**src/hw/rtl/compound_assign_rewriter_core_defines.svh**
```systemverilog
// Assertion shorthands shared by the rewriter modules.
// Both expect a clock named clk and a synchronous reset named rst in scope.
`ifndef COMPOUND_ASSIGN_REWRITER_CORE_DEFINES_SVH
`define COMPOUND_ASSIGN_REWRITER_CORE_DEFINES_SVH

// same-cycle implication
`define CAR_ASSERT_IMP(lbl, ante, cons, msg) \
  lbl: assert property (@(posedge clk) disable iff (rst) (ante) |-> (cons)) \
    else $error(msg);

// next-cycle implication
`define CAR_ASSERT_NXT(lbl, ante, cons, msg) \
  lbl: assert property (@(posedge clk) disable iff (rst) (ante) |=> (cons)) \
    else $error(msg);

`endif

```
**src/hw/rtl/car_pkg.sv**
```systemverilog
package car_pkg;

  localparam int IDENT_MAX_DEF  = 32;
  localparam int PENDING_WS_DEF = 16;

  localparam logic [7:0] CH_NUL    = 8'h00;
  localparam logic [7:0] CH_TAB    = 8'h09;
  localparam logic [7:0] CH_NL     = 8'h0A;
  localparam logic [7:0] CH_SPACE  = 8'h20;
  localparam logic [7:0] CH_DQUOTE = 8'h22;
  localparam logic [7:0] CH_SQUOTE = 8'h27;
  localparam logic [7:0] CH_PLUS   = 8'h2B;
  localparam logic [7:0] CH_MINUS  = 8'h2D;
  localparam logic [7:0] CH_EQ     = 8'h3D;
  localparam logic [7:0] CH_BSLASH = 8'h5C;
  localparam logic [7:0] CH_USCORE = 8'h5F;

  // what a judged byte turns into
  typedef enum logic [2:0] {
    ACT_PUT,   // release held whitespace, then the byte
    ACT_PAIR,  // "--": byte and lookahead both go out
    ACT_HOLD,  // whitespace parked in the ring
    ACT_SPOV,  // whitespace with ring full: oldest goes out
    ACT_RW     // compound operator rewrite
  } act_t;

  // source of the byte pushed to the output
  typedef enum logic [2:0] {
    SEL_SPACE,  // oldest held whitespace
    SEL_C,      // judged byte
    SEL_N,      // lookahead byte
    SEL_BLANK,  // ' '
    SEL_EQ,     // '='
    SEL_NAME    // stored name byte
  } sel_t;

  typedef struct packed {
    logic accept;
    logic load;
    logic judge;
    logic second;
    logic emit;
    sel_t sel;
    logic pop;
    logic spov;
    logic flush;
    logic clear;
  } cmd_t;

  typedef struct packed {
    act_t act;
    logic sp_empty;
    logic sp_one;
    logic name_last;
    logic held_valid;
    logic cur_last;
    logic emit_ok;
    logic push_ok;
    logic pend_valid;
  } sts_t;

endpackage

```
**src/hw/rtl/car_ctrl.sv**
```systemverilog
`include "compound_assign_rewriter_core_defines.svh"

module car_ctrl (
  input  logic          clk,
  input  logic          rst,
  input  logic          in_tvalid,
  output logic          in_tready,
  input  car_pkg::sts_t st,
  output car_pkg::cmd_t cmd
);

  typedef enum logic [16:0] {
    S_IDLE   = 17'h00001,
    S_START  = 17'h00002,
    S_JUDGE  = 17'h00004,
    S_REL    = 17'h00008,
    S_PUTC   = 17'h00010,
    S_PUTN   = 17'h00020,
    S_SPOV   = 17'h00040,
    S_RW_SP1 = 17'h00080,
    S_RW_EQ  = 17'h00100,
    S_RW_SP2 = 17'h00200,
    S_RW_NAM = 17'h00400,
    S_RW_SP3 = 17'h00800,
    S_RW_OP  = 17'h01000,
    S_RW_SP4 = 17'h02000,
    S_POST   = 17'h04000,
    S_TAIL   = 17'h08000,
    S_FLUSH  = 17'h10000
  } state_t;

  state_t        state, state_next;
  car_pkg::act_t act_q;
  logic          second;
  logic          set_second;

  assign in_tready = (state == S_IDLE);

  always_comb begin
    state_next = state;
    cmd        = '0;
    cmd.second = second;
    set_second = 1'b0;
    case (state)
      S_IDLE: begin
        cmd.accept = in_tvalid;
        if (in_tvalid) state_next = S_START;
      end
      S_START: begin
        if (st.held_valid) begin
          state_next = S_JUDGE;
        end else begin
          cmd.load = 1'b1;
          if (st.cur_last) begin
            set_second = 1'b1;
            state_next = S_JUDGE;
          end else begin
            state_next = S_FLUSH;
          end
        end
      end
      S_JUDGE: begin
        cmd.judge = 1'b1;
        case (st.act)
          car_pkg::ACT_PUT, car_pkg::ACT_PAIR:
            state_next = st.sp_empty ? S_PUTC : S_REL;
          car_pkg::ACT_SPOV: state_next = S_SPOV;
          car_pkg::ACT_RW:   state_next = S_RW_SP1;
          default:           state_next = S_POST;
        endcase
      end
      S_REL: begin
        cmd.sel  = car_pkg::SEL_SPACE;
        cmd.emit = st.emit_ok;
        cmd.pop  = st.emit_ok;
        if (st.emit_ok && st.sp_one) state_next = S_PUTC;
      end
      S_PUTC: begin
        cmd.sel  = car_pkg::SEL_C;
        cmd.emit = st.emit_ok;
        if (st.emit_ok) state_next = (act_q == car_pkg::ACT_PAIR) ? S_PUTN : S_POST;
      end
      S_PUTN: begin
        cmd.sel  = car_pkg::SEL_N;
        cmd.emit = st.emit_ok;
        if (st.emit_ok) state_next = S_POST;
      end
      S_SPOV: begin
        cmd.sel  = car_pkg::SEL_SPACE;
        cmd.emit = st.emit_ok;
        cmd.spov = st.emit_ok;
        if (st.emit_ok) state_next = S_POST;
      end
      S_RW_SP1: begin
        cmd.sel  = car_pkg::SEL_BLANK;
        cmd.emit = st.emit_ok;
        if (st.emit_ok) state_next = S_RW_EQ;
      end
      S_RW_EQ: begin
        cmd.sel  = car_pkg::SEL_EQ;
        cmd.emit = st.emit_ok;
        if (st.emit_ok) state_next = S_RW_SP2;
      end
      S_RW_SP2: begin
        cmd.sel  = car_pkg::SEL_BLANK;
        cmd.emit = st.emit_ok;
        if (st.emit_ok) state_next = S_RW_NAM;
      end
      S_RW_NAM: begin
        cmd.sel  = car_pkg::SEL_NAME;
        cmd.emit = st.emit_ok;
        if (st.emit_ok && st.name_last) state_next = S_RW_SP3;
      end
      S_RW_SP3: begin
        cmd.sel  = car_pkg::SEL_BLANK;
        cmd.emit = st.emit_ok;
        if (st.emit_ok) state_next = S_RW_OP;
      end
      S_RW_OP: begin
        cmd.sel  = car_pkg::SEL_C;
        cmd.emit = st.emit_ok;
        if (st.emit_ok) state_next = S_RW_SP4;
      end
      S_RW_SP4: begin
        cmd.sel  = car_pkg::SEL_BLANK;
        cmd.emit = st.emit_ok;
        if (st.emit_ok) state_next = S_POST;
      end
      S_POST: begin
        // end of text: the byte still held is judged against a zero lookahead
        if (st.cur_last && !second && st.held_valid) begin
          set_second = 1'b1;
          state_next = S_JUDGE;
        end else if (st.cur_last) begin
          state_next = S_TAIL;
        end else begin
          state_next = S_FLUSH;
        end
      end
      S_TAIL: begin
        if (st.sp_empty) begin
          state_next = S_FLUSH;
        end else begin
          cmd.sel  = car_pkg::SEL_SPACE;
          cmd.emit = st.emit_ok;
          cmd.pop  = st.emit_ok;
        end
      end
      S_FLUSH: begin
        if (!st.pend_valid || st.push_ok) begin
          cmd.flush  = st.pend_valid;
          cmd.clear  = st.cur_last;
          state_next = S_IDLE;
        end
      end
      default: state_next = S_IDLE;
    endcase
  end

  always_ff @(posedge clk) begin
    if (rst) begin
      state  <= S_IDLE;
      second <= 1'b0;
      act_q  <= car_pkg::ACT_PUT;
    end else begin
      state <= state_next;
      if (cmd.accept) second <= 1'b0;
      else if (set_second) second <= 1'b1;
      if (cmd.judge) act_q <= st.act;
    end
  end

  `CAR_ASSERT_IMP(a_emit_room, cmd.emit, st.emit_ok, "emit without output room")
  `CAR_ASSERT_IMP(a_flush_room, cmd.flush, st.pend_valid && st.push_ok, "bad flush")
  `CAR_ASSERT_IMP(a_judge_held, cmd.judge, st.held_valid, "judge with no held byte")

endmodule

```
**src/hw/rtl/car_dp.sv**
```systemverilog
`include "compound_assign_rewriter_core_defines.svh"

module car_dp #(
  parameter int IDENT_MAX  = car_pkg::IDENT_MAX_DEF,
  parameter int PENDING_WS = car_pkg::PENDING_WS_DEF
) (
  input  logic          clk,
  input  logic          rst,
  input  car_pkg::cmd_t cmd,
  output car_pkg::sts_t st,
  input  logic [7:0]    in_byte,
  input  logic          in_last,
  output logic          out_tvalid,
  input  logic          out_tready,
  output logic [7:0]    out_byte,
  output logic          out_run_end,
  output logic          out_text_end
);

  localparam int LW  = $clog2(IDENT_MAX + 1);
  localparam int IW  = (IDENT_MAX > 1) ? $clog2(IDENT_MAX) : 1;
  localparam int SCW = $clog2(PENDING_WS + 1);
  localparam int SIW = (PENDING_WS > 1) ? $clog2(PENDING_WS) : 1;
  localparam int SW1 = SIW + 1;

  typedef enum logic [1:0] {
    MODE_NORMAL,
    MODE_COMMENT,
    MODE_SQUOTE,
    MODE_DQUOTE
  } mode_t;

  function automatic logic is_name_byte(input logic [7:0] b);
    return (b >= 8'h30 && b <= 8'h39) || (b >= 8'h41 && b <= 8'h5A) ||
           (b >= 8'h61 && b <= 8'h7A) || (b == car_pkg::CH_USCORE);
  endfunction

  // lexer state
  mode_t           mode;
  logic [7:0]      prior_byte;
  logic [7:0]      held_byte;
  logic            held_valid;
  logic [LW-1:0]   name_length;
  // current input word
  logic [7:0]      cur_b;
  logic            cur_last;
  // judged pair and rewrite bookkeeping
  logic [7:0]      jc, jn;
  logic [LW-1:0]   rw_len;
  logic [LW-1:0]   ridx;
  logic [7:0]      name_mem [IDENT_MAX];
  logic [7:0]      rdata;
  // held whitespace ring, 1 = tab
  logic [PENDING_WS-1:0] kinds;
  logic [SIW-1:0]  head;
  logic [SCW-1:0]  space_count;
  // last result of the run is kept back until the run ends
  logic            pend_valid;
  logic [7:0]      pend_byte;

  logic [7:0]      c, n;
  logic [7:0]      quote;
  logic            is_op;
  car_pkg::act_t   act;
  mode_t           mode_next;
  logic [LW-1:0]   nl_next;
  logic            pair;
  logic            name_wr;
  logic [SW1-1:0]  tail_sum, tail;
  logic [SIW-1:0]  tail_idx;
  logic [SIW-1:0]  head_inc;
  logic [LW-1:0]   ridx_inc, raddr_full;
  logic            emit_name;
  logic [7:0]      emit_byte;
  logic            push_ok;

  assign c     = held_byte;
  assign n     = cmd.second ? car_pkg::CH_NUL : cur_b;
  assign quote = (mode == MODE_SQUOTE) ? car_pkg::CH_SQUOTE : car_pkg::CH_DQUOTE;
  assign is_op = (c == car_pkg::CH_PLUS || c == car_pkg::CH_MINUS) && n == car_pkg::CH_EQ;

  always_comb begin
    act       = car_pkg::ACT_PUT;
    mode_next = mode;
    nl_next   = name_length;
    pair      = 1'b0;
    name_wr   = 1'b0;
    case (mode)
      MODE_COMMENT: begin
        if (c == car_pkg::CH_NL) mode_next = MODE_NORMAL;
        nl_next = '0;
      end
      MODE_SQUOTE, MODE_DQUOTE: begin
        if (c == quote && prior_byte != car_pkg::CH_BSLASH) mode_next = MODE_NORMAL;
        nl_next = '0;
      end
      default: begin
        if (c == car_pkg::CH_MINUS && n == car_pkg::CH_MINUS) begin
          act       = car_pkg::ACT_PAIR;
          mode_next = MODE_COMMENT;
          nl_next   = '0;
          pair      = 1'b1;
        end else if (c == car_pkg::CH_SQUOTE || c == car_pkg::CH_DQUOTE) begin
          mode_next = (c == car_pkg::CH_SQUOTE) ? MODE_SQUOTE : MODE_DQUOTE;
          nl_next   = '0;
        end else if (is_name_byte(c)) begin
          if (name_length < LW'(IDENT_MAX)) begin
            name_wr = 1'b1;
            nl_next = LW'(name_length + 1'b1);
          end
        end else if (c == car_pkg::CH_SPACE || c == car_pkg::CH_TAB) begin
          act = (space_count >= SCW'(PENDING_WS)) ? car_pkg::ACT_SPOV : car_pkg::ACT_HOLD;
        end else if (is_op && name_length != '0) begin
          act     = car_pkg::ACT_RW;
          nl_next = '0;
          pair    = 1'b1;
        end else if (!is_op) begin
          nl_next = '0;
        end
      end
    endcase
  end

  // ring slot after the newest held byte
  assign tail_sum = {1'b0, head} + SW1'(space_count);
  assign tail     = (tail_sum >= SW1'(PENDING_WS)) ? SW1'(tail_sum - SW1'(PENDING_WS)) : tail_sum;
  assign tail_idx = tail[SIW-1:0];
  assign head_inc = (head == SIW'(PENDING_WS - 1)) ? '0 : SIW'(head + 1'b1);

  // read address runs one ahead while name bytes go out
  assign emit_name  = cmd.emit && cmd.sel == car_pkg::SEL_NAME;
  assign ridx_inc   = LW'(ridx + 1'b1);
  assign raddr_full = emit_name ? ((ridx_inc == LW'(IDENT_MAX)) ? '0 : ridx_inc) : ridx;

  always_comb begin
    case (cmd.sel)
      car_pkg::SEL_SPACE: emit_byte = kinds[head] ? car_pkg::CH_TAB : car_pkg::CH_SPACE;
      car_pkg::SEL_C:     emit_byte = jc;
      car_pkg::SEL_N:     emit_byte = jn;
      car_pkg::SEL_BLANK: emit_byte = car_pkg::CH_SPACE;
      car_pkg::SEL_EQ:    emit_byte = car_pkg::CH_EQ;
      car_pkg::SEL_NAME:  emit_byte = rdata;
      default:            emit_byte = car_pkg::CH_SPACE;
    endcase
  end

  assign push_ok = !out_tvalid || out_tready;

  always_comb begin
    st            = '0;
    st.act        = act;
    st.sp_empty   = (space_count == '0);
    st.sp_one     = (space_count == SCW'(1));
    st.name_last  = (ridx == LW'(rw_len - 1'b1));
    st.held_valid = held_valid;
    st.cur_last   = cur_last;
    st.push_ok    = push_ok;
    st.emit_ok    = !pend_valid || push_ok;
    st.pend_valid = pend_valid;
  end

  always_ff @(posedge clk) begin
    if (rst || cmd.clear) begin
      mode        <= MODE_NORMAL;
      prior_byte  <= '0;
      held_byte   <= '0;
      held_valid  <= 1'b0;
      name_length <= '0;
    end else begin
      if (cmd.load) begin
        held_byte  <= cur_b;
        held_valid <= 1'b1;
      end
      if (cmd.judge) begin
        mode        <= mode_next;
        name_length <= nl_next;
        prior_byte  <= pair ? n : c;
        if (!cmd.second) begin
          if (pair) held_valid <= 1'b0;
          else      held_byte  <= cur_b;
        end
      end
    end
  end

  always_ff @(posedge clk) begin
    if (rst || cmd.clear) begin
      head        <= '0;
      space_count <= '0;
    end else begin
      if (cmd.judge && act == car_pkg::ACT_HOLD) space_count <= SCW'(space_count + 1'b1);
      else if (cmd.judge && act == car_pkg::ACT_RW) space_count <= '0;
      else if (cmd.pop) space_count <= SCW'(space_count - 1'b1);
      if (cmd.pop || cmd.spov) head <= head_inc;
    end
  end

  always_ff @(posedge clk) begin
    if (cmd.judge && act == car_pkg::ACT_HOLD) kinds[tail_idx] <= (c == car_pkg::CH_TAB);
    // full ring: the oldest slot is reused for the newest
    if (cmd.spov) kinds[head] <= (jc == car_pkg::CH_TAB);
  end

  always_ff @(posedge clk) begin
    if (cmd.judge && name_wr) name_mem[name_length[IW-1:0]] <= c;
    rdata <= name_mem[raddr_full[IW-1:0]];
  end

  always_ff @(posedge clk) begin
    if (cmd.accept) begin
      cur_b    <= in_byte;
      cur_last <= in_last;
    end
    if (cmd.judge) begin
      jc     <= c;
      jn     <= n;
      rw_len <= name_length;
      ridx   <= '0;
    end else if (emit_name) begin
      ridx <= ridx_inc;
    end
  end

  always_ff @(posedge clk) begin
    if (rst) begin
      out_tvalid <= 1'b0;
      pend_valid <= 1'b0;
    end else begin
      if (cmd.flush || (cmd.emit && pend_valid)) out_tvalid <= 1'b1;
      else if (out_tready) out_tvalid <= 1'b0;
      if (cmd.emit) pend_valid <= 1'b1;
      else if (cmd.flush) pend_valid <= 1'b0;
    end
  end

  always_ff @(posedge clk) begin
    if (cmd.emit) begin
      pend_byte <= emit_byte;
      if (pend_valid) begin
        out_byte     <= pend_byte;
        out_run_end  <= 1'b0;
        out_text_end <= 1'b0;
      end
    end else if (cmd.flush) begin
      out_byte     <= pend_byte;
      out_run_end  <= 1'b1;
      out_text_end <= cur_last;
    end
  end

  `CAR_ASSERT_IMP(a_ring_bound, 1'b1, space_count <= SCW'(PENDING_WS), "ring overfilled")
  `CAR_ASSERT_NXT(a_clear_state, cmd.clear, !held_valid && name_length == '0 && space_count == '0,
                  "state not cleared at end of text")
  `CAR_ASSERT_IMP(a_text_end_run, out_tvalid && out_text_end, out_run_end, "text end off a run end")

endmodule

```
**src/hw/rtl/compound_assign_rewriter_core.sv**
```systemverilog
// channel  | dir | tdata             | tuser      | tlast
// s_axis   | in  | [7:0] in_byte     | -          | in_last
// m_axis   | out | [7:0] out_byte    | [0] run_end| out_text_end
//
// A word steps through accept, start, judge, its output bytes (released spaces
// included), post and flush, from the accept to the next ready.
// The first word of a text only loads. The end-of-text word adds a tail
// step, plus a judge and a post step when a byte is still held.
// A rewrite emits its name one byte a cycle from the name RAM read port while
// the output has room. rst clears lexer state and handshakes, not the name RAM.
// Without output room the word stalls; the input waits until the run is flushed.
module compound_assign_rewriter_core #(
  parameter int IDENT_MAX  = car_pkg::IDENT_MAX_DEF,
  parameter int PENDING_WS = car_pkg::PENDING_WS_DEF
) (
  input  logic       clk,
  input  logic       rst,
  input  logic       s_axis_tvalid,
  output logic       s_axis_tready,
  input  logic [7:0] s_axis_tdata,   // [7:0] in_byte
  input  logic       s_axis_tlast,
  output logic       m_axis_tvalid,
  input  logic       m_axis_tready,
  output logic [7:0] m_axis_tdata,   // [7:0] out_byte
  output logic [0:0] m_axis_tuser,   // [0] out_run_end
  output logic       m_axis_tlast
);

  car_pkg::cmd_t cmd;
  car_pkg::sts_t st;
  logic          run_end;

  car_ctrl u_ctrl (
    .clk       (clk),
    .rst       (rst),
    .in_tvalid (s_axis_tvalid),
    .in_tready (s_axis_tready),
    .st        (st),
    .cmd       (cmd)
  );

  car_dp #(
    .IDENT_MAX  (IDENT_MAX),
    .PENDING_WS (PENDING_WS)
  ) u_dp (
    .clk          (clk),
    .rst          (rst),
    .cmd          (cmd),
    .st           (st),
    .in_byte      (s_axis_tdata),
    .in_last      (s_axis_tlast),
    .out_tvalid   (m_axis_tvalid),
    .out_tready   (m_axis_tready),
    .out_byte     (m_axis_tdata),
    .out_run_end  (run_end),
    .out_text_end (m_axis_tlast)
  );

  assign m_axis_tuser = run_end;

endmodule

```
**config.mk**
```make
export PLATFORM = sky130hd
export DESIGN_NAME = compound_assign_rewriter_core
export DESIGN_NICKNAME = d
export VERILOG_FILES = /design/src/hw/rtl/car_pkg.sv /design/src/hw/rtl/car_ctrl.sv /design/src/hw/rtl/car_dp.sv /design/src/hw/rtl/compound_assign_rewriter_core.sv
export VERILOG_INCLUDE_DIRS = /design/src /design/src/hw/rtl
export SDC_FILE = /design/constraint.sdc
export NUM_CORES = 1
export LEC_CHECK = 0
export ABC_CLOCK_PERIOD_IN_PS = 4500
export BUFFER_PORTS_ARGS = -buffer_cell sky130_fd_sc_hd__buf_2
export CAP_MARGIN = 15
export CORE_MARGIN = 2
export CORE_UTILIZATION = 41
export CTS_BUF_LIST = sky130_fd_sc_hd__clkbuf_2
export DETAILED_ROUTE_END_ITERATION = 7
export GPL_TIMING_DRIVEN = 0
export PLACE_DENSITY_LB_ADDON = 0.25
export SETUP_SLACK_MARGIN = 0.3
export SYNTH_ARGS = -nofsm -noshare
export SYNTH_HDL_FRONTEND = slang
export SYNTH_SLANG_ARGS = --single-unit
```
**constraint.sdc**
```tcl
create_clock -name clk -period 4.5 [get_ports clk]
set_input_delay 0.225 -clock clk [delete_from_list [all_inputs] [get_ports clk]]
set_output_delay 0.225 -clock clk [all_outputs]
set_load 0.01 [all_outputs]
```
==> impl_metrics.csv <==
group,metric,value,unit
global_route,gr-usage-all-layers,20.2,%
synth,synth_top_cell_area_share,53.4,%
global_route,gr-total-overflow,0,
clocking,numCtsBuffers,100,
power_and_ir_drop,p_leak,7.03,nW
layout,fin_util,46.9,%
clocking,cts_tree,"built",
power_and_ir_drop,pwr-share-comb,7.3,%
power_and_ir_drop,seqPwrFrac,59.9,%
detailed_routing,drt_iter0_markers,841,
synth,syn_area,17200,µm²
clocking,htreeDepth,3,
floorplan,start_util,41.8,%
critical_path,required,5390,ps
floorplan,die_w,209,µm
layout,finalNetCount,1571,
sta,finalSetupViolCount,0,
critical_path,rr_startpoint,"u_ctrl.state[14]$_SDFFE_PP0P_",
detailed_routing,drc_errors,0,
critical_path,r2r_end,"u_dp.rdata[0]$_DFF_P_",
detailed_routing,wl_per_cell,20.2,µm
synth,syn_avg_cell_area,12.3,µm²
clocking,clock_latency,1050,ps
min_path,min_to,"u_ctrl.state[15]$_SDFFE_PP0P_",
sta,max_freq,256,MHz
sta,worst_pin_slew,1030,ps
layout,seqCellArea,10900,µm²
clocking,cts_buffer_depth,3,
sta,fin_crit,3910,ps
min_path,hp-start,"rst",
layout,area_growth,12.1,%
global_route,grt_first_pass_wirelength,67.0,mm
synth,async_flop_share,0,%
synth,ys.flop_type,"edfxtp_1",
sta,slew_violations,0,
floorplan,rows,74,
synth,synth_cell_types,82,
detailed_routing,wirelength,43.4,mm
critical_path,crit_arrival,4800,ps
clocking,path_clk_slew,100,ps
synth,yosysWarnings,0,
detailed_routing,routed_via_density,5.55,
synth,ys_seq_area_share,63.6,%
layout,drive_gt1_share,17.5,%
global_route,grt_pass1_vias,11835,
floorplan,dieArea,43500,µm²
min_path,hold_path_depth,3,
critical_path,r2r_slack,590,ps
critical_path,crit_fanout,10,
synth,ys_ff_latch,392,
outcome,status,"completed",
layout,multi_input_area,5930,µm²
run,drv_cap,0,
sta,post-route-period-util,86.9,%
sta,relSlewSlack,30.7,%
detailed_routing,vias,11939,
sta,rsz0062_at_grt,"false",
synth,synth-edff-count,305,
critical_path,reg2regPathDepth,11,
sta,fin_worst_skew,91.3,ps
min_path,hold_class,"input port to flop",
synth,synth_area_leader_cell,"edfxtp_1",
detailed_routing,drt.antenna.violating_nets,0,
clocking,cts_num_sinks,392,
critical_path,crit_type,"flop to flop",
global_route,antenna_found_initial,2,
clocking,root_buffer,"clkbuf_2",
synth,ys_top_cells_by_area,"edfxtp_1 (53%), dfxtp_1 (10%), nand2_1 (4.4%), mux2i_1 (4.4%), nor2_1 (2.6%)",
placed_design,place.gp.congestion,0.879,
power_and_ir_drop,irDropWorstVdd,0.000135,V
floorplan,die_h,209,µm
placed_design,io_buffer_count,23,
power_and_ir_drop,powerDensity,363,nW/µm²
floorplan,ios,25,
power_and_ir_drop,netSwitchingPower,1.91,mW
sta,post-route-worst-setup-slack,590,ps
power_and_ir_drop,p_clk_share,32.9,%
critical_path,end_kind,"flop",
floorplan,core-area,41000,µm²
synth,mappedNetlistNets,1422,
power_and_ir_drop,p_int,5.07,mW
global_route,grt_start_max_net_pins,42,
layout,fill_cells,3825,
synth,yosysMostFrequentCell,"edfxtp_1",
placed_design,dp_slack,144,ps
power_and_ir_drop,switching_share,27.4,%
synth,synthTopCellsByCount,"edfxtp_1 (305), nand2_1 (202), nor2_1 (118), dfxtp_1 (87), mux2i_1 (75)",
detailed_routing,drt_first_pass_iters,7,
critical_path,setup.worst_path.start_class,"flop",
placed_design,hpwl,28.7,mm
sta,hold_violations,0,
synth,synthCells,1392,
per-stage QoR:
stage	hold slack [ps]	cell area [µm²]	TNS, ps	power (mW)	instances
global route	203	19200	0	7.28	2152
detailed placement	404	18000	0	4.74	1948
CTS	111	19100	0	7.04	2150
floorplan	324	17200	0	4.49	1392
global placement	401	17900	-54020	4.73	1947
finish	220	19200	0	6.98	2153
power by group through the flow:
stage	sequential, mW	clock (mW)	combinational (mW)
2_1_floorplan	4.17	0	0.323
3_3_place_gp	4.27	0	0.459
3_5_place_dp	4.26	0	0.479
4_1_cts	4.18	2.36	0.495
5_1_grt	4.19	2.54	0.545
6_report	4.18	2.29	0.507
metal layers:
metal,GRT usage (%),up-vias,routed length [µm]
met1,27.2,5811,18700
met2,32.0,443,20400
met5,0,-,0
met3,4.47,76,3270
met4,8.06,0,1110
li1,-,5609,-
timing repair:
action / in CTS / in global routing
endpoints found under the setup margin: 203 / 267
resized for setup: 17 / 31
setup buffers: 0 / 1
pin swaps: 0 / 1
hold endpoints to repair: 58 / 0
hold buffers: 22 / 0
registers in the layout, indices dropped and copies added, names as in the netlist, 2 cells and up:
name	count
u_dp.jn	8
u_dp.kinds	16
u_ctrl.state	17
u_dp.cur_b	8
u_dp.name_mem	256
u_dp.rdata	8
u_dp.ridx	6
u_dp.out_byte	8
u_dp.rw_len	6
u_ctrl.act_q	3
u_dp.space_count	5
u_dp.prior_byte	8
u_dp.mode	2
u_dp.c	8
u_dp.jc	8
u_dp.head	4
u_dp.name_length	6
u_dp.pend_byte	8
layout make-up:
type | instances | area share (%)
multi-input cells | 903 | 30.8
inverters | 24 | 0.495
plain buffers | 73 | 1.91
diodes | 2 | 0.0260
repair buffers | 47 | 1.93
clock inverters | 33 | 0.671
well taps | 532 | 3.46
clock buffers | 147 | 3.83
flip-flops and latches | 392 | 56.8
worst max-delay path: stages, from the launching register on:
cell      delay, ps
dfxtp_1         400
nor4_1          560
nand4_1         230
buf_2           250
o21ai_2         200
o21a_1          170
buf_2           280
clkbuf_1        490
nand2_1         130
a32oi_1         360
nand4_1         280
nor4_2          420
worst max path at each step:
stage	from	endpoint	slack [ps]	cells past startpoint
4_1_cts	u_dp.c[1]$_SDFF_PP0_	u_dp.name_mem[21][4]$_DFFE_PP_	120	8
6_report	u_ctrl.state[14]$_SDFFE_PP0P_	u_dp.rdata[0]$_DFF_P_	590	11
3_3_place_gp	u_dp.c[4]$_SDFF_PP0_	u_dp.name_mem[11][4]$_DFFE_PP_	-390	8
3_5_place_dp	u_dp.c[4]$_SDFF_PP0_	u_dp.name_mem[11][2]$_DFFE_PP_	140	8
2_1_floorplan	u_dp.c[1]$_SDFF_PP0_	u_dp.name_mem[10][0]$_DFFE_PP_	1310	8
5_1_grt	u_dp.c[1]$_SDFF_PP0_	u_dp.name_mem[26][0]$_DFFE_PP_	300	8
cells by family after synthesis:
family	Yosys count	share of synthesized area, %
AOI/OAI and AO/OA	192	7.92
xor gates and xnor gates	24	1.23
adders and majority gates	17	1.28
buffers and inverters	97	2.69
DFF	392	63.6
muxes	89	6.26
and+or+nand+nor	581	17.1
layout by cell type, fill, tap and decap left out, drive strengths merged, types with 15 or more instances in the layout:
master       instances
and2                20
clkbuf             188
nor4                28
inv                 25
a32oi               35
nand2b              15
buf                 57
mux2i               75
a21oi               44
nand2              202
nand3               58
edfxtp             305
nor3                25
nand4               28
o21ai               30
nor2b               19
nor2               118
ha                  16
dlygate4sd3         22
and3                15
dfxtp               87
clkinv              31
Note: power is estimated with default switching activity, not from simulation.
